## src/rtl/pswi_pkg.sv

```systemverilog
// ----------------------------------------------------------------------------
// pswi_pkg
// Shared types and constants for the windowed-integral PID step unit.
// ----------------------------------------------------------------------------
package pswi_pkg;

   localparam int DataWidth  = 32;
   localparam int ClampWidth = 31;
   localparam int ErrWidth   = 33;
   localparam int SumWidth   = 35;
   localparam int DiffWidth  = 34;
   localparam int TermWidth  = 50;
   localparam int AccWidth   = 52;
   localparam int IndexWidth = 3;

   localparam logic [IndexWidth-1:0] CSR_KP_GAIN   = 3'd0;
   localparam logic [IndexWidth-1:0] CSR_KI_GAIN   = 3'd1;
   localparam logic [IndexWidth-1:0] CSR_KD_GAIN   = 3'd2;
   localparam logic [IndexWidth-1:0] CSR_OUT_LIMIT = 3'd3;
   localparam logic [IndexWidth-1:0] CSR_SUM_LIMIT = 3'd4;

   localparam logic CMD_STEP  = 1'b0;
   localparam logic CMD_CLEAR = 1'b1;

   typedef struct packed {
      logic signed [DataWidth-1:0] kp_gain;
      logic signed [DataWidth-1:0] ki_gain;
      logic signed [DataWidth-1:0] kd_gain;
      logic [ClampWidth-1:0]       out_limit;
      logic [ClampWidth-1:0]       sum_limit;
   } cfg_type;

   typedef struct packed {
      logic                        clear;
      logic signed [ErrWidth-1:0]  err;
      logic signed [DataWidth-1:0] sum;
      logic signed [DiffWidth-1:0] diff;
   } entry_type;

endpackage

```

## src/rtl/pswi_queue.sv

```systemverilog
// ----------------------------------------------------------------------------
// pswi_queue
// Short FIFO between the front and back halves.
// ----------------------------------------------------------------------------
module pswi_queue #(
   parameter int DEPTH = 2
) (
   input  logic                clock,
   input  logic                reset,
   input  logic                push,
   input  pswi_pkg::entry_type push_entry,
   input  logic                pop,
   output logic                q_valid,
   output logic                q_full,
   output pswi_pkg::entry_type q_head
);

   localparam int PtrWidth   = (DEPTH > 1) ? $clog2(DEPTH) : 1;
   localparam int CountWidth = $clog2(DEPTH + 1);

   pswi_pkg::entry_type         mem_ff [DEPTH];
   logic [PtrWidth-1:0]         wr_ptr_ff, wr_ptr_in;
   logic [PtrWidth-1:0]         rd_ptr_ff, rd_ptr_in;
   logic [CountWidth-1:0]       count_ff, count_in;

   assign q_valid = (count_ff != '0);
   assign q_full  = (count_ff == CountWidth'(DEPTH));
   assign q_head  = mem_ff[rd_ptr_ff];

   always_comb begin
      wr_ptr_in = wr_ptr_ff;
      rd_ptr_in = rd_ptr_ff;
      count_in  = count_ff;
      if (push) begin
         wr_ptr_in = (wr_ptr_ff == PtrWidth'(DEPTH - 1)) ? '0 : wr_ptr_ff + 1'b1;
      end
      if (pop) begin
         rd_ptr_in = (rd_ptr_ff == PtrWidth'(DEPTH - 1)) ? '0 : rd_ptr_ff + 1'b1;
      end
      if (push && !pop) begin
         count_in = count_ff + 1'b1;
      end else if (pop && !push) begin
         count_in = count_ff - 1'b1;
      end
   end

   always_ff @(posedge clock) begin
      if (reset) begin
         wr_ptr_ff <= '0;
         rd_ptr_ff <= '0;
         count_ff  <= '0;
      end else begin
         wr_ptr_ff <= wr_ptr_in;
         rd_ptr_ff <= rd_ptr_in;
         count_ff  <= count_in;
      end
   end

   always_ff @(posedge clock) begin
      if (push) begin
         mem_ff[wr_ptr_ff] <= push_entry;
      end
   end

   a_count_bound: assert property (@(posedge clock) disable iff (reset)
      count_ff <= CountWidth'(DEPTH))
      else $error("queue count overflow");

   a_no_pop_empty: assert property (@(posedge clock) disable iff (reset)
      pop |-> q_valid)
      else $error("pop from empty queue");

   a_count_track: assert property (@(posedge clock) disable iff (reset)
      (push && !pop) |=> (count_ff == $past(count_ff) + 1'b1))
      else $error("queue count did not grow");

endmodule

```

## config.mk

```make
export PLATFORM = sky130hd
export DESIGN_NAME = pswi_queue
export DESIGN_NICKNAME = d
export VERILOG_FILES = /design/src/rtl/pswi_pkg.sv /design/src/rtl/pswi_queue.sv
export SDC_FILE = /design/constraint.sdc
export NUM_CORES = 1
export LEC_CHECK = 0
export BUFFER_PORTS_ARGS = -buffer_cell sky130_fd_sc_hd__buf_2
export CORE_ASPECT_RATIO = 1.5
export CORE_MARGIN = 2
export CORE_UTILIZATION = 56
export CTS_CLUSTER_SIZE = 28
export DETAILED_ROUTE_END_ITERATION = 10
export HOLD_SLACK_MARGIN = 0.03
export PLACE_DENSITY = 0.85
export SLEW_MARGIN = 20
export SYNTH_ARGS = -nofsm -noshare
export SYNTH_HDL_FRONTEND = slang
export SYNTH_SLANG_ARGS = --single-unit
```

## constraint.sdc

```tcl
create_clock -name clock -period 10.8 [get_ports clock]
set_input_delay 1.08 -clock clock [delete_from_list [all_inputs] [get_ports clock]]
set_output_delay 1.08 -clock clock [all_outputs]
set_load 0.005 [all_outputs]
```

* After elaboration in Yosys (flattened, before gate mapping)
Memories as Yosys holds them, arrays and structs flattened. A register that Yosys moved wholly into a read port is not among the register bits.
Index checks and enable logic that the tools add are counted.
** Storage, ports and cells
- Word-level logic and storage cells :: 23
- RAM bits :: 200
- Register bits after elaboration :: 4
- Memories kept :: 1
** Memories
- mem_ff :: words 2, bits a word 100, read ports 1, clocked after memory_dff 1, write ports 1, RTL line pswi_queue.sv:21 : pswi_pkg::entry_type mem_ff [DEPTH];
** Operators by class
- Reduce and logical (&&, ||, !) cells :: 6
- Equality and inequality tests :: 1
- $add $sub $neg :: 4
- Mux-type cells :: 8
** Operators by type and width (count)
- 2-to-1 mux 1 bit :: 6
- 2-to-1 mux 2 bit :: 2
- nonzero test 2 bit :: 2
- adder 1 bit (second input constant) :: 2
- adder 2 x 1 -> 2 bit (second input constant) :: 1
- equality test 2 bit (second input constant) :: 1
- logical AND 1 bit :: 2
- zero test 1 bit :: 2
- subtractor 2 x 1 -> 2 bit (second input constant) :: 1

* Longest topological paths before layout
- Depth after elaboration :: 4
- Gate-level depth with buffers :: 5

* Worst setup path before layout
Ideal clock, no wire load.
- Kind :: input port to flip-flop
- Start :: in push
- End :: mem mem_ff[0][0] (netlist name) (enable)
- Data arrival time :: 5432 ps
- Path slack :: 4796 ps
- Stages on the path :: 1
- Buffers on the path :: 0
- Library setup time :: 572 ps
- Cell sequence :: nor2b_1
** On the way
- Longest elaborated chain between the ends :: 2
** RTL lines
- start, declared :: RTL line pswi_queue.sv:10 : input logic push,
- 2-to-1 mux 1 bit :: RTL line pswi_queue.sv:60 : if (push) begin
- 2-to-1 mux 1 bit (not written as such) :: RTL line pswi_queue.sv:61 : mem_ff[wr_ptr_ff] <= push_entry;
- end, declared :: RTL line pswi_queue.sv:21
Every way passes these cells.

==> reports/results.ini <==
[setup_path]
endpoint_kind=output pin
path_max_fanout=53
crit_chain=buf_4, mux2_2, buf_2
cp.arrival_ps=2480
worstSetupPathType=flip-flop to output pin
worst_r2r_path_depth=2
startpoint_type=flip-flop
worst_ep_required_time_ps=9720
crit_path_top_delay_cell=dfxtp_4
max_stage_delay_ps=730
path_buf_inv=2
cp.depth=3
critical_path.top_delay_family=buffers and inverters

[drt]
num_vias=3847
drc=0
viasPerCell=5.31
post_drt_wl_per_cell_um=18.9
first_iter_violations=246
drt_wl_total_mm=13.7
ant_nets=0
dr.pass1.iters=4

[cts]
clkTransAtPathRegs_ps=60
cts_tree=yes
cts_repair_resize_count=0
htreeDepth=1
clock_tree.buffer_depth=3
clockRootBuffer=clkbuf_16
clkSinkCount=205
post_cts_buffers=0
holdBufCountCts=0
clock_latency_ps=470
cts_buffers=18

[synth]
synth.distinct_cells=17
syn-instance-count=333
yosys_register_bits=205
yosysWarnings=0
async_reset_ff_share_pct=0
syn-mean-instance-area_um2=22.4
syn_area_um2=7460
synth_ff_type=edfxtp_1
synth_seq_area_share_pct=81.8
synth-edff-count=200
synthesis.nets=438

[floorplanning]
placementRows=51
die-area_um2=14300
die_y_um=145
core_area_um2=13000
io_pins=206
initial_core_util_pct=57.3
die_w_um=98.3

[run_status]
status=completed

[power]
power_density_nw_per_um2=187
ir_worst_vdd_mv=0.166
p_leak_nw=3.46

[sta]
rsz0062_at_grt=no
drv_slew=0
setup_violations=0
fin_crit_sh_pct=33.0
timing.setup.tns_ps=0
fin_crit_ps=3560
clock.fmax_ghz=0.281
worstMarginPinSlew_ps=723
layout_setup_ws_ps=7240
relSlewSlack_pct=51.8
fin_skew_ps=9.70
hold_viol_final=0

[worst_hold_path]
hold_path_depth=2
hold_class=flip-flop to flip-flop

[global_route]
antenna_found_initial=3
grt_pass1_wl_mm=20.6
grt_max_degree=55
grt_pass1_vias=4111
grt.total_usage_pct=18.4
overflow=0

[flow_run]
cap_viol_max_count=0

[placement]
hpwl_mm=9.32
io_buffers=205
routabilityCongestion=0.780
pre_cts_ws_ps=7700

[finish]
syn2layout_area_growth_pct=23.1
drive_above_1_share_pct=60.6
nNetsFinal=656

[worst min-delay path, cell delays in order, from the launching register on]
cell,delay [ps]
dfxtp_1,330
o21ai_0,70
a21oi_1,60
[final timing paths]
check              startpoint       endpoint  slack (ps)
hold / removal    count_ff[1]    count_ff[1]         510
setup / recovery    flip-flop     q_head[38]        7240
hold reg to reg   count_ff[1]    count_ff[1]         510
setup reg to reg    wr_ptr_ff  mem_ff[1][49]        8650
[layout by cell type (no fill, tap or decap), types with 2 or more instances in the layout]
cell,synthesis,routed
buf_2,0,205
clkbuf_16,0,19
diode_2,0,3
clkinvlp_4,0,2
buf_4,1,4
mux2_2,100,100
xnor2_1,2,2
clkinv_2,0,5
edfxtp_1,200,200
dfxtp_1,5,4
xor2_1,2,2
clkbuf_1,0,4
nor2_1,4,4
[Yosys cell counts (all sizes together) (2+ instances only)]
| master | number | share of area [%] |
|---|---|---|
| buf | 11 | 1.6 |
| edfxtp | 200 | 80 |
| xnor2 | 2 | 0.23 |
| xor2 | 2 | 0.23 |
| dfxtp | 5 | 1.3 |
| nor2 | 4 | 0.20 |
| mux2 | 100 | 15 |
[registers in the layout (all words and copies together), names as in the netlist, named ones only]
register,cells
rd_ptr_ff,1
mem_ff,200
wr_ptr_ff,1
count_ff,2
[power by group]
part / leakage (nW) / switching (W) / internal (W) / total [W]
Combinational: 1.26 / 0.0000782 / 0.0000859 / 0.000164
Clock: 0.274 / 0.000257 / 0.000347 / 0.000604
Sequential: 1.92 / 0.0000181 / 0.000928 / 0.000946
Total: 3.46 / 0.000354 / 0.00136 / 0.00171
[metal layers]
layer / track usage, % / part of all wire (%)
met5: 0 / 0
met4: 8.97 / 4.4
met3: 3.84 / 5.7
met2: 34.3 / 56
met1: 19.2 / 34
[cells by family (layout without fill, tap and decap cells)]
logic type / count (synthesis) / in the layout / share of synthesized area [%]
DFF: 205 / 205 / 81.8
other: 0 / 3 / 0
adders and majority gates: 1 / 1 / 0.168
buffers and inverters: 12 / 242 / 1.66
muxes: 100 / 100 / 15.1
and+or+nand+nor: 9 / 9 / 0.654
xor gates and xnor gates: 4 / 4 / 0.470
AOI/OAI and AO/OA: 2 / 2 / 0.134
[stage by stage]
| stage | total power (W) | std cells | util [%] | hold WS [ps] | area, µm² |
|---|---|---|---|---|---|
| floorplan | 0.00105 | 333 | - | 456 | 7460 |
| global placement | 0.00112 | 690 | 66.1 | 474 | 8610 |
| detailed placement | 0.00113 | 690 | 66.1 | 500 | 8610 |
| CTS | 0.00173 | 722 | 70.5 | 510 | 9180 |
| global route | 0.00178 | 725 | 70.5 | 529 | 9180 |
| finish | 0.00171 | 725 | 70.5 | 507 | 9180 |
[final cells by class]
type,instances,area (µm²)
Sequential cell,205,6110
Fill cell,823,3830
Multi-Input combinational cell,116,1240
Timing Repair Buffer,209,1060
Clock buffer,23,490
Tap cell,159,199
Clock inverter,9,73.8
Antenna cell,3,7.51
Inverter,1,3.75
No activity file was read; power rests on OpenSTA's default activity.
