$ cat src/rtl/pswi_pkg.sv
// ----------------------------------------------------------------------------
// pswi_pkg
// Shared types and constants for the windowed-integral PID step unit.
// ----------------------------------------------------------------------------
package pswi_pkg;

   localparam int DataWidth  = 32;
   localparam int ClampWidth = 31;
   localparam int ErrWidth   = 33;
   localparam int SumWidth   = 35;
   localparam int DiffWidth  = 34;
   localparam int TermWidth  = 50;
   localparam int AccWidth   = 52;
   localparam int IndexWidth = 3;

   localparam logic [IndexWidth-1:0] CSR_KP_GAIN   = 3'd0;
   localparam logic [IndexWidth-1:0] CSR_KI_GAIN   = 3'd1;
   localparam logic [IndexWidth-1:0] CSR_KD_GAIN   = 3'd2;
   localparam logic [IndexWidth-1:0] CSR_OUT_LIMIT = 3'd3;
   localparam logic [IndexWidth-1:0] CSR_SUM_LIMIT = 3'd4;

   localparam logic CMD_STEP  = 1'b0;
   localparam logic CMD_CLEAR = 1'b1;

   typedef struct packed {
      logic signed [DataWidth-1:0] kp_gain;
      logic signed [DataWidth-1:0] ki_gain;
      logic signed [DataWidth-1:0] kd_gain;
      logic [ClampWidth-1:0]       out_limit;
      logic [ClampWidth-1:0]       sum_limit;
   } cfg_type;

   typedef struct packed {
      logic                        clear;
      logic signed [ErrWidth-1:0]  err;
      logic signed [DataWidth-1:0] sum;
      logic signed [DiffWidth-1:0] diff;
   } entry_type;

endpackage

$ cat src/rtl/pswi_front.sv
// ----------------------------------------------------------------------------
// pswi_front
// Accepts requests, forms error, clamped window sum and difference, and keeps
// the two-deep error history.
// ----------------------------------------------------------------------------
module pswi_front (
   input  logic                                  clock,
   input  logic                                  reset,
   input  logic                                  req_valid,
   output logic                                  req_stall,
   input  logic                                  req_cmd,
   input  logic signed [pswi_pkg::DataWidth-1:0] req_reference,
   input  logic signed [pswi_pkg::DataWidth-1:0] req_feedback,
   input  logic [pswi_pkg::ClampWidth-1:0]       sum_limit,
   input  logic                                  q_full,
   output logic                                  push,
   output pswi_pkg::entry_type                   push_entry
);

   logic signed [pswi_pkg::ErrWidth-1:0]  error_last_ff, error_last_in;
   logic signed [pswi_pkg::ErrWidth-1:0]  error_before_last_ff, error_before_last_in;
   logic signed [pswi_pkg::ErrWidth-1:0]  err;
   logic signed [pswi_pkg::SumWidth-1:0]  sum_raw;
   logic signed [pswi_pkg::SumWidth-1:0]  sum_max;
   logic signed [pswi_pkg::SumWidth-1:0]  sum_min;
   logic signed [pswi_pkg::SumWidth-1:0]  sum_clamped;
   logic signed [pswi_pkg::DiffWidth-1:0] diff;

   assign req_stall = q_full;
   assign push      = req_valid && !req_stall;

   always_comb begin
      err = pswi_pkg::ErrWidth'(req_reference) - pswi_pkg::ErrWidth'(req_feedback);
      sum_raw = pswi_pkg::SumWidth'(err) + pswi_pkg::SumWidth'(error_last_ff)
              + pswi_pkg::SumWidth'(error_before_last_ff);
      diff = pswi_pkg::DiffWidth'(err) - pswi_pkg::DiffWidth'(error_last_ff);
      sum_max = $signed({4'b0000, sum_limit});
      sum_min = -sum_max;
      if (sum_raw >= sum_max) begin
         sum_clamped = sum_max;
      end else if (sum_raw <= sum_min) begin
         sum_clamped = sum_min;
      end else begin
         sum_clamped = sum_raw;
      end
      push_entry.clear = (req_cmd == pswi_pkg::CMD_CLEAR);
      push_entry.err   = err;
      push_entry.sum   = sum_clamped[pswi_pkg::DataWidth-1:0];
      push_entry.diff  = diff;
      if (req_cmd == pswi_pkg::CMD_CLEAR) begin
         error_last_in        = '0;
         error_before_last_in = '0;
      end else begin
         error_last_in        = err;
         error_before_last_in = error_last_ff;
      end
   end

   always_ff @(posedge clock) begin
      if (reset) begin
         error_last_ff        <= '0;
         error_before_last_ff <= '0;
      end else if (push) begin
         error_last_ff        <= error_last_in;
         error_before_last_ff <= error_before_last_in;
      end
   end

   a_clear_history: assert property (@(posedge clock) disable iff (reset)
      (push && req_cmd == pswi_pkg::CMD_CLEAR) |=>
         (error_last_ff == '0 && error_before_last_ff == '0))
      else $error("history not cleared");

   a_history_shift: assert property (@(posedge clock) disable iff (reset)
      (push && req_cmd == pswi_pkg::CMD_STEP) |=>
         (error_before_last_ff == $past(error_last_ff)))
      else $error("history did not shift");

   a_no_push_full: assert property (@(posedge clock) disable iff (reset)
      q_full |-> !push)
      else $error("push while queue full");

endmodule

$ cat config.mk
export PLATFORM = sky130hd
export DESIGN_NAME = pswi_front
export DESIGN_NICKNAME = d
export VERILOG_FILES = /design/src/rtl/pswi_pkg.sv /design/src/rtl/pswi_front.sv
export SDC_FILE = /design/constraint.sdc
export NUM_CORES = 1
export LEC_CHECK = 0
export ABC_AREA = 1
export ABC_CLOCK_PERIOD_IN_PS = 5400
export BUFFER_PORTS_ARGS = -buffer_cell sky130_fd_sc_hd__buf_2
export CORE_AREA = 8 8 234 146
export DETAILED_ROUTE_END_ITERATION = 10
export DIE_AREA = 0 0 242 154
export PLACE_DENSITY = 0.62
export SYNTH_ARGS = -nofsm -noshare
export SYNTH_HDL_FRONTEND = slang
export SYNTH_SLANG_ARGS = --single-unit
$ cat constraint.sdc
create_clock -name clock -period 5.4 [get_ports clock]
set_clock_uncertainty 0.15 [all_clocks]
set_input_delay 0.27 -clock clock [delete_from_list [all_inputs] [get_ports clock]]
set_output_delay 0.27 -clock clock [all_outputs]
set_load 0.05 [all_outputs]
**Word level (Yosys, flattened, before mapping)**

Index checks and enable logic that the tools add are counted.

- Order comparisons: 2
- Reduce and logical (&&, ||, !) cells: 2
- Muxes and demuxes: 4
- Add/sub/neg operators: 5

Operators by type and width:

| kind | count |
|---|---|
| $mux 33 | 2 |
| $mux 32 | 2 |
| $add 34x33->35 | 1 |
| $ge 35x32->1 | 1 |
| $le 35x35->1 | 1 |
| $neg 31->35 | 1 |
| $add 33x33->34 | 1 |
| $sub 33x33->34 | 1 |
| $sub 32x32->33 | 1 |
| $logic_and 1x1->1 | 1 |
| $logic_not 1->1 | 1 |

- Bits of input ports: 100
- Word-level logic and storage cells: 15
- Flip-flop bits (word level): 66
- Output and inout bits: 102

**Logic depth before layout (Yosys ltp)**

Gate-level depths: netlist of run 1.

- Depth in word-level cells: 6
- Gate-level depth with buffers: 42
- Depth with buffers taken out: 41

**Worst setup path before layout of run 1**

Ideal clock, no wire load.

- Path kind: input-to-output
- Start point: in req_feedback[2] (netlist name)
- End point: out push_entry[65] (netlist name)
- Required time: 4.980 ns
- Path buffers: 1
- Stages: 34
- Slack: -1.509 ns
- Data arrival time: 6.489 ns
- Cells stage by stage: inv_1 -> ha_1 -> nand3b_1 -> nand2_1 -> a21oi_1 -> o21ai_0 -> a21oi_1 -> o21ai_0 -> a21oi_1 -> xnor2_1 -> fa_1 -> ha_1 -> a21oi_1 -> nand2_1 -> a21oi_1 -> nand3_2 -> nand2_1 -> nand3_1 -> xor2_1 -> ha_1 -> a21oi_1 -> o21ai_0 -> a21oi_1 -> nand2_1 -> nand2_1 -> nand2_1 -> nand2_1 -> nand2_1 -> nand2_1 -> nand3_4 -> buf_2 -> nand3_1 -> nand2_1 -> a21oi_2

RTL lines:

| element | RTL line | RTL |
|---|---|---|
| from (decl) | pswi_front.sv:13 | `input logic signed [pswi_pkg::DataWidth-1:0] req_feedback,` |
| to (decl) | pswi_front.sv:17 | `output pswi_pkg::entry_type push_entry` |

==> results of run 1 <==
==> critical path, delay by kind of cell <==
kind,cells,cell delay [ns]
AND/OR/NAND/NOR,19,2.03
buffers and inverters,14,1.45
adder cells (fa/ha/maj),4,1.42
AO/OA/AOI/OAI,5,0.82
==> timing repair <==
action                     CTS  global route
pin swaps                   87           109
cloned                       6             2
resized for setup          259           128
setup endpoints to repair   32            34
buffers inserted            77            14
==> metrics by stage <==
stage / power, mW / hold WS, ns / utilization, %
after CTS: 7.20 / 0.192 / 62.9
after floorplan: 4.05 / 0.295 / -
final: 7.57 / 0.209 / 65.2
after global placement: 5.76 / 0.302 / 56.0
after global routing: 8.02 / 0.220 / 65.2
after detailed placement: 5.79 / 0.307 / 56.0
==> how the worst max path moves through the flow <==
stage,start,end,slack [ns],depth (start not counted)
CTS,req_feedback[2],push_entry[63],-0.96,42
detailed placement,req_feedback[2],push_entry[36],-1.40,45
floorplan,req_reference[0],push_entry[65],-0.46,38
global route,req_feedback[2],push_entry[38],-1.36,42
global placement,req_reference[19],push_entry[51],-1.35,42
finish,req_reference[12],push_entry[53],-1.05,42
==> cell type report <==
cell class              count  area share [%]
clock buffers              11            1.27
repair buffers            625            24.5
flip-flops and latches     66            6.62
clock inverters             5           0.301
well taps                 416            2.61
inverters                 321            6.16
multi-input cells        1503            58.5
==> cells in the final DEF (no fill, tap or decap), types with 12 or more instances in the layout <==
| master | Yosys | routed |
|---|---|---|
| nor2_1 | 125 | 102 |
| a21oi_1 | 198 | 159 |
| xnor2_1 | 29 | 17 |
| nand2_2 | 33 | 97 |
| fa_1 | 36 | 32 |
| nor3_1 | 17 | 13 |
| a21o_1 | 13 | 12 |
| nor2_2 | 5 | 21 |
| a21oi_2 | 2 | 30 |
| nand3_1 | 116 | 88 |
| buf_2 | 3 | 165 |
| inv_1 | 309 | 291 |
| ha_4 | 0 | 36 |
| buf_8 | 0 | 30 |
| nand3_2 | 7 | 30 |
| dfxtp_1 | 66 | 66 |
| ha_1 | 162 | 125 |
| nand4_1 | 23 | 23 |
| xor2_4 | 0 | 14 |
| o21ai_0 | 57 | 44 |
| buf_4 | 8 | 391 |
| inv_2 | 9 | 24 |
| xor2_1 | 69 | 45 |
| nor2_4 | 6 | 13 |
| nand2_1 | 509 | 381 |
| buf_6 | 3 | 17 |
| nand2_4 | 4 | 66 |
| buf_12 | 3 | 14 |
==> sequential cells by signal (all words and copies together), names as in the netlist <==
name	count
error_before_last_ff	33
error_last_ff	33
==> kinds of logic (layout without fill, tap and decap cells) <==
family | after synthesis | count (layout)
and+or+nand+nor | 877 | 877
adders and majority gates | 198 | 198
DFF | 66 | 66
xor gates and xnor gates | 99 | 99
AOI/OAI and AO/OA | 329 | 329
buffers and inverters | 362 | 962
==> report_power, final <==
| group | switching [mW] | total, mW | internal [mW] |
|---|---|---|---|
| Combinational | 3.84 | 6.43 | 2.60 |
| Sequential | 0.0126 | 0.513 | 0.500 |
| Clock | 0.236 | 0.621 | 0.385 |
| Total | 4.08 | 7.57 | 3.48 |
==> per-layer routing <==
metal,routed length [µm],share of wire [%],global-route usage (%)
met1,23100,47,34.7
met3,3900,8.0,6.33
met5,0,0,0
met4,442,0.90,3.24
met2,21600,44,40.4
==> summary.md, run 1 <==
| Metric | Value |
|---|---|
| Status | complete, but fails checks |
| Violated checks | negative setup slack |
| WP data required | 4.98 ns |
| R2R depth | 2 |
| Min-Delay Path Depth | 4 |
| Hold Path Class | in2reg |
| Final WS setup | -1.05 ns |
| Max-cap violations | 0 |
| Syn nets | 2229 |
| Count leader, synth | nand2_1 |
| Worst hold endpoint | error_before_last_ff[24]$_SDFFE_PP0P_ |
| Max-slew violations | 0 |
| Layout cells sized above 1 | 42.2% |
| F_max | 155 MHz |
| Die area | 0.0373 mm² |
| Sequential area share after synthesis | 10.9% |
| Antenna violations before repair | 0 |
| Top FF cell, synth | dfxtp_1 |
| First-pass GRT wire length | 77500 µm |
| Critical path's largest stage delay | 0.58 ns |
| Post-Synth XOR/XNOR Area | 7.22% |
| TritonCTS buffer count | 9 |
| P_leak | 9.99 nW |
| Finished Cell Area | 0.0200 mm² |
| DR DRC count | 0 |
| Fraction of the mapped netlist area in compound gates | 15.0% |
| GPL Wtd Cong | 0.955 |
| Final setup fails | 32 |
| Main combinational cell family by area after synthesis | simple AND/OR/NAND/NOR gates |
| Die height | 154 µm |
| Period utilization | 119% |
| Diode count | 0 |
| Critical path type | in2out |
| Fin. Hold Viols | 0 |
| Reg2reg start | error_last_ff[21]$_SDFFE_PP0P_ |
| Synth top cells by count | nand2_1, inv_1, a21oi_1, ha_1, nor2_1 |
| DRT Pass-1 Iters | 5 |
| PortBufs | 201 |
| Clock transition at path regs | 0.06 ns |
| Fillcell total | 2720 |
| YS warnings | 0 |
| Post-synthesis mux area share | 0% |
| Setup WS pre-CTS | -1.40 ns |
| Register bit total from synthesis | 66 |
| Pin slew with the least headroom to its limit | 0.797 ns |
| Num ports | 202 |
| R2R Setup Slk | 4.46 ns |
| Synth top area share | 16.7% |
| Fraction of the mapped netlist area in simple logic gates | 32.0% |
| Syn Area/Cell | 6.27 µm² |
| DRT Wirelength | 49000 µm |
| EDFF count, synth | 0 |
| Footprint of the multi-input gates | 0.0117 mm² |
| Pin count of the biggest net entering global routing | 68 |
| Final min period | 6.45 ns |
| Slowest cell on crit path | fa_1 |
| Global route overflow | 0 |
| All-layer global routing usage | 25.2% |
| Asr flop ratio synth | 0% |
| Hold Path Origin | req_cmd |
| Final ANT Viol Nets | 0 |
| Clk buf depth | 2 |
| Area Overhead vs Synth | 64.8% |
| Die Wd | 242 µm |
| Initial Util | 39.5% |
| Startpoint types | input pin |
| Placed insts | 2849 |
| Worst vdd ir | 0.412 mV |
| Most frequent CP cell | buf_4 |
| Setup tns final | -32.64 ns |
| CTS H-tree lvls | 3 |
| Cts hold-fix bufs | 0 |
| Vias in the first global route | 15000 |
| Synth area leaders | ha_1, nand2_1, dfxtp_1, inv_1, a21oi_1 |
| Critical Path AT | 6.03 ns |
| Root Buffer | clkbuf_16 |
| Setup crit end kind | primary output |
| Post-synth design cell area | 0.0121 mm² |
| Post-synthesis adder-cell area fraction | 22.7% |
| Clock net sink count | 66 |
| CTS tree | yes |
| Placed inst area | 0.0172 mm² |
| Vias | 14800 |
| Synth unique cells | 57 |
| Estimated wirelength of the detail-placed design | 39000 µm |
| Routed WL per cell | 16.6 µm |
| # rows | 50 |
| R2R Path End | error_before_last_ff[21]$_SDFFE_PP0P_ |
| Post-Layout Cell Count | 2947 |
| Power Density | 379 mW/mm² |
| Critical-path maximum fanout | 6 |
| Register area | 0.00132 mm² |
| Post-synthesis instance total | 1931 |
| Core Box Area | 0.0307 mm² |
| Dominant cell type by area after synthesis | ha_1 |
| Max transition margin | 46.4% |
| DRT iter0 DRCs | 1052 |
| Via-per-instance ratio | 5.03 |
| Clock Latency Late Sink | 0.35 ns |
| Final net count | 2824 |
| RSZ-0062 raised after global routing | yes |
Power figures use the tool's default switching activity.
==> inputs of run 2 (changes only) <==
- CORE_AREA: 8 8 234 146 -> 8 8 203 128
- DIE_AREA: 0 0 242 154 -> 0 0 211 136
- PLACE_DENSITY: 0.62 -> 0.79
==> summary.md, run 2 (synthesized netlist as in run 1, its figures left out) <==
| Metric | Value |
|---|---|
| Fillcell total | 1447 (-47%) |
| Post-Layout Cell Count | 2812 (-4.6%) |
| Power Density | 390 mW/mm² (+2.9%) |
| Max transition margin | 48.9% (+2.5 points) |
| Die area | 0.0287 mm² (-23%) |
| Violated checks | negative setup slack |
| First-pass GRT wire length | 81900 µm (+5.8%) |
| Placed insts | 2743 (-3.7%) |
| Critical Path AT | 6.47 ns (+0.44 ns) |
| R2R Path End | error_last_ff[4]$_SDFFE_PP0P_ |
| Initial Util | 52.0% (+13 points) |
| Pin slew with the least headroom to its limit | 0.767 ns (-0.0307 ns) |
| Register area | 0.00132 mm² (unchanged) |
| Clock transition at path regs | 0.06 ns (about the same) |
| Core Util, Final | 83.5% (+18 points) |
| Footprint of the multi-input gates | 0.0116 mm² (-1.0%) |
| DR DRC count | 0 (unchanged) |
| Final setup fails | 36 (+13%) |
| Final WS setup | -1.49 ns (-0.448 ns) |
| Fin. Hold Viols | 0 (unchanged) |
| Core Box Area | 0.0233 mm² (-24%) |
| Critical path's largest stage delay | 0.59 ns (about the same) |
| Final net count | 2783 (-1.5%) |
| Critical path origin | req_reference[1] |
| PortBufs | 201 (unchanged) |
| Final Power | 7.58 mW (+0.23%) |
| WP data required | 4.98 ns (about the same) |
| CTS H-tree lvls | 3 (unchanged) |
| R2R depth | 2 (unchanged) |
| Vias | 16100 (+8.6%) |
| Die Wd | 211 µm (-13%) |
| Die height | 136 µm (-12%) |
| Slowest cell on crit path | fa_2 |
| Final ANT Viol Nets | 0 (unchanged) |
| Status | complete, but fails checks |
| Startpoint types | input pin |
| Pin count of the biggest net entering global routing | 68 (unchanged) |
| Critical-path maximum fanout | 6 (unchanged) |
| Clock net sink count | 66 (unchanged) |
| Worst path top cell family by delay | simple AND/OR/NAND/NOR gates |
| Final min period | 6.89 ns (+0.448 ns) |
| CTS tree | yes |
| Area Overhead vs Synth | 60.5% |
| Biggest regs | error_before_last_ff x33, error_last_ff x33 |
| F_max | 145 MHz (-6.5%) |
| Num ports | 202 (unchanged) |
| Vias in the first global route | 15600 (+4.5%) |
| Stages on worst setup path | 44 (+4.8%) |
| Hold Path Class | in2reg |
| DRT Wirelength | 56100 µm (+15%) |
| # rows | 44 (-12%) |
| Commonest non-fill, non-tap cell in the layout | nand2_1 |
| Max-cap violations | 0 (unchanged) |
| P_leak | 9.75 nW (-2.4%) |
| Most frequent CP cell | nand2_2 |
| Global route overflow | 0 (unchanged) |
| Via-per-instance ratio | 5.73 (+14%) |
| DRT iter0 DRCs | 2055 (+95%) |
| Worst hold margin | 0.216 ns (+0.00705 ns) |
| Antenna violations before repair | 0 (unchanged) |
| Clock Latency Late Sink | 0.34 ns (about the same) |
| Layout cells sized above 1 | 41.0% (-1.2 points) |
| Period utilization | 128% (+8.3 points) |
| Reg2reg start | error_last_ff[4]$_SDFFE_PP0P_ |
| Clk buf depth | 2 (unchanged) |
| Diode count | 0 (unchanged) |
| Max-slew violations | 0 (unchanged) |
| GPL Wtd Cong | 0.966 (+1.1%) |
| Setup tns final | -46.84 ns (-14.20 ns) |
| Setup crit end kind | primary output |
| R2R Setup Slk | 4.32 ns (-0.14 ns) |
| Worst vdd ir | 0.440 mV (+6.9%) |
| Routed WL per cell | 20.0 µm (+20%) |
| DRT Pass-1 Iters | 6 (+1) |
| Critical path type | in2out |
| RSZ-0062 raised after global routing | yes |
| CP Capture Point | push_entry[42] |
| Estimated wirelength of the detail-placed design | 38200 µm (-2.2%) |
| Root Buffer | clkbuf_16 |
| Most frequent cells in the layout | nand2_1, buf_4, inv_1 |
| TritonCTS buffer count | 9 (unchanged) |
| Worst Path Buf+Inv | 10 (-4) |
| All-layer global routing usage | 35.4% (+10 points) |
## run 2: layer usage
metal / routed length, µm / up-vias / track usage [%]
li1: - / 7337 / -
met1: 22500 / 7460 / 45.9
met2: 24500 / 1071 / 56.6
met3: 6960 / 247 / 10.7
met4: 2140 / 0 / 9.84
met5: 0 / - / 0
## run 2: worst min-delay path by stage
stage / slack [ns] / cells after the start / endpoint / start
2_1_floorplan: 0.30 / 2 / error_before_last_ff[13]$_SDFFE_PP0P_ / error_before_last_ff[13]$_SDFFE_PP0P_
3_3_place_gp: 0.30 / 2 / error_before_last_ff[29]$_SDFFE_PP0P_ / error_before_last_ff[29]$_SDFFE_PP0P_
3_5_place_dp: 0.31 / 2 / error_before_last_ff[9]$_SDFFE_PP0P_ / error_before_last_ff[9]$_SDFFE_PP0P_
4_1_cts: 0.21 / 4 / error_before_last_ff[29]$_SDFFE_PP0P_ / req_cmd
5_1_grt: 0.23 / 4 / error_before_last_ff[29]$_SDFFE_PP0P_ / req_cmd
6_report: 0.22 / 4 / error_before_last_ff[29]$_SDFFE_PP0P_ / req_cmd
## run 2: cell type report
class	count	area share [%]
clock inverter	6	0.463
tap	322	2.07
timing repair buffer	581	23.5
clock buffer	10	1.23
multi-input combinational	1506	59.5
sequential	66	6.79
inverter	321	6.40
## run 2: stage by stage
stage                     area, µm²  setup WS, ns
after floorplan               13200        -0.464
after global placement        17000         -1.39
after detailed placement      17000         -1.46
after CTS                     18800        -0.981
after global routing          19400         -1.81
final                         19400         -1.49
## run 2: worst reg2reg max path, cell delays in order, from the launching register on
cell and delay (ns):
dfxtp_1 0.50, nand2_1 0.11, a21oi_1 0.23
## run 2: repair_timing
item	4_1_cts	5_1_grt
gates resized for setup	248	128
cloned	10	1
buffers inserted	27	20
hold buffers	0	0
pin swaps	117	101
setup endpoints to repair	32	34
## run 2: report_power, final
| group | total [mW] | switching (mW) | internal, mW |
|---|---|---|---|
| logic | 6.42 | 3.98 | 2.44 |
| registers | 0.514 | 0.0140 | 0.500 |
| clock network | 0.650 | 0.232 | 0.417 |
==> inputs of run 3 (changes only) <==
==> constraint.sdc (replaced) <==
create_clock -name clock -period 5.4 [get_ports clock]
set_clock_uncertainty 0.15 [all_clocks]
set_input_delay 0.54 -clock clock [delete_from_list [all_inputs] [get_ports clock]]
set_output_delay 0.54 -clock clock [all_outputs]
set_load 0.05 [all_outputs]
==> summary.md, run 3 (synthesized netlist as in run 1, its figures left out) <==
| Metric | Value |
|---|---|
| PortBufs | 201 (unchanged) |
| Die area | 0.0287 mm² (unchanged) |
| Clk buf depth | 2 (unchanged) |
| First-pass GRT wire length | 75500 µm (-7.9%) |
| Register area | 0.00132 mm² (unchanged) |
| Most frequent CP cell | nand2_2 |
| Pin count of the biggest net entering global routing | 67 (-1.5%) |
| Root Buffer | clkbuf_16 |
| RSZ-0062 raised after global routing | yes |
| CTS tree | yes |
| Placed insts | 2773 (+1.1%) |
| DRT Wirelength | 53200 µm (-5.3%) |
| R2R Path End | error_last_ff[10]$_SDFFE_PP0P_ |
| Max-cap violations | 0 (unchanged) |
| Layout cells sized above 1 | 42.3% (+1.4 points) |
| Initial Util | 52.0% (unchanged) |
| Period utilization | 132% (+4.8 points) |
| Final ANT Viol Nets | 0 (unchanged) |
| Violated checks | negative setup slack |
| P_leak | 9.97 nW (+2.2%) |
| Num ports | 202 (unchanged) |
| CTS H-tree lvls | 3 (unchanged) |
| Final WS setup | -1.75 ns (-0.259 ns) |
| All-layer global routing usage | 32.2% (-3.2 points) |
| Footprint of the multi-input gates | 0.0118 mm² (+2.2%) |
| Pin slew with the least headroom to its limit | 0.763 ns (-0.00370 ns) |
| WP data required | 4.71 ns (-0.27 ns) |
| Final setup fails | 32 (-11%) |
| DRT iter0 DRCs | 1950 (-5.1%) |
| Setup tns final | -54.41 ns (-7.57 ns) |
| Critical-path maximum fanout | 15 (+9) |
| Clock transition at path regs | 0.06 ns (about the same) |
| Vias in the first global route | 14900 (-4.3%) |
| Clock Latency Late Sink | 0.34 ns (about the same) |
| Slowest cell on crit path | fa_1 |
| Vias | 16000 (-0.50%) |
| GPL Wtd Cong | 0.956 (-0.95%) |
| Post-Layout Cell Count | 2849 (+1.3%) |
| DR DRC count | 0 (unchanged) |
| Die height | 136 µm (unchanged) |
| Global route overflow | 0 (unchanged) |
| Diode count | 0 (unchanged) |
| Power Density | 385 mW/mm² (-1.3%) |
| Setup WS pre-CTS | -1.93 ns (-0.477 ns) |
| Setup crit end kind | primary output |
| Final net count | 2820 (+1.3%) |
| Final Power | 7.67 mW (+1.1%) |
| Cts hold-fix bufs | 0 (unchanged) |
| Worst hold margin | 0.318 ns (+0.102 ns) |
| Biggest regs | error_before_last_ff x33, error_last_ff x33 |
| Estimated wirelength of the detail-placed design | 37600 µm (-1.4%) |
| Area Overhead vs Synth | 64.3% |
| Max-slew violations | 0 (unchanged) |
| Commonest non-fill, non-tap cell in the layout | buf_4 |
| Critical path type | in2out |
| Core Box Area | 0.0233 mm² (unchanged) |
| Startpoint types | input pin |
| Critical path's largest stage delay | 0.47 ns (-0.12 ns) |
| Antenna violations before repair | 0 (unchanged) |
| TritonCTS buffer count | 9 (unchanged) |
| # rows | 44 (unchanged) |
| Critical path origin | req_reference[2] |
| Max transition margin | 49.1% (+0.25 points) |
| Die Wd | 211 µm (unchanged) |
| DRT Pass-1 Iters | 5 (-1) |
| Status | complete, but fails checks |
| CP Capture Point | push_entry[40] |
| Hold Path Class | reg2reg |
| Most frequent cells in the layout | buf_4, nand2_1, inv_1 |
| Clock net sink count | 66 (unchanged) |
| Worst vdd ir | 0.448 mV (+1.6%) |
| Via-per-instance ratio | 5.63 (-1.8%) |
| Final min period | 7.15 ns (+0.259 ns) |
| Critical Path AT | 6.46 ns (about the same) |
| R2R Setup Slk | 4.42 ns (+0.10 ns) |
| Reg2reg start | error_last_ff[10]$_SDFFE_PP0P_ |
| F_max | 140 MHz (-3.6%) |
| Routed WL per cell | 18.7 µm (-6.5%) |
| Fin. Hold Viols | 0 (unchanged) |
| Fillcell total | 1367 (-5.5%) |
| R2R depth | 3 (+1) |
run 3: cell count changes in the layout (fill, tap and decap cells not counted), sizes merged:
cell / delta
buf: +36
clkbuf: +3
nand2: -3
inv: +2
clkinv: -1
run 3: power by group:
part	leakage, nW	total [mW]	switching, mW	internal (mW)
logic	9.27	6.50	3.94	2.56
registers	0.534	0.511	0.0114	0.500
clock network	0.160	0.655	0.247	0.408
run 3: how the worst min path moves through the flow:
stage,from,to,depth (start not counted)
after floorplan,error_before_last_ff[13]$_SDFFE_PP0P_,error_before_last_ff[13]$_SDFFE_PP0P_,2
after global placement,error_before_last_ff[29]$_SDFFE_PP0P_,error_before_last_ff[29]$_SDFFE_PP0P_,2
after detailed placement,error_before_last_ff[6]$_SDFFE_PP0P_,error_before_last_ff[6]$_SDFFE_PP0P_,2
after CTS,error_before_last_ff[6]$_SDFFE_PP0P_,error_before_last_ff[6]$_SDFFE_PP0P_,2
after global routing,error_before_last_ff[32]$_SDFFE_PP0P_,error_before_last_ff[32]$_SDFFE_PP0P_,2
final,error_before_last_ff[6]$_SDFFE_PP0P_,error_before_last_ff[6]$_SDFFE_PP0P_,2
run 3: routing by layer:
metal | vias to the layer above | GRT usage [%] | part of all wire [%]
li1 | 7398 | - | -
met2 | 892 | 52.5 | 45
met4 | 0 | 6.27 | 2.5
met5 | - | 0 | 0
met3 | 155 | 7.64 | 11
met1 | 7589 | 43.2 | 41
run 3: worst max-delay path: cells and delay by family:
family / cells / cell delay [ns]
buf+inv: 9 / 1.26
xor+xnor: 2 / 0.27
compound gates: 7 / 1.23
simple gates: 16 / 1.79
fa+ha+maj: 4 / 1.35
run 3: what timing repair did:
item	4_1_cts	5_1_grt
cloned	2	5
endpoints found under the setup margin	32	41
gates resized for setup	201	207
pin swaps	55	104
setup buffers	30	23
run 3: area by class of cell:
cell class,instances,share of cell area [%]
sequential,66,6.64
tap,322,2.02
multi-input combinational,1503,59.4
clock inverter,7,0.503
timing repair buffer,621,24.1
inverter,321,6.20
clock buffer,9,1.13
run 3: stage by stage:
stage	area, µm²	utilization, %
after floorplan	13200	-
after global placement	17200	74.0
after detailed placement	17200	74.0
after CTS	18700	80.1
after global routing	19900	85.5
final	19900	85.5
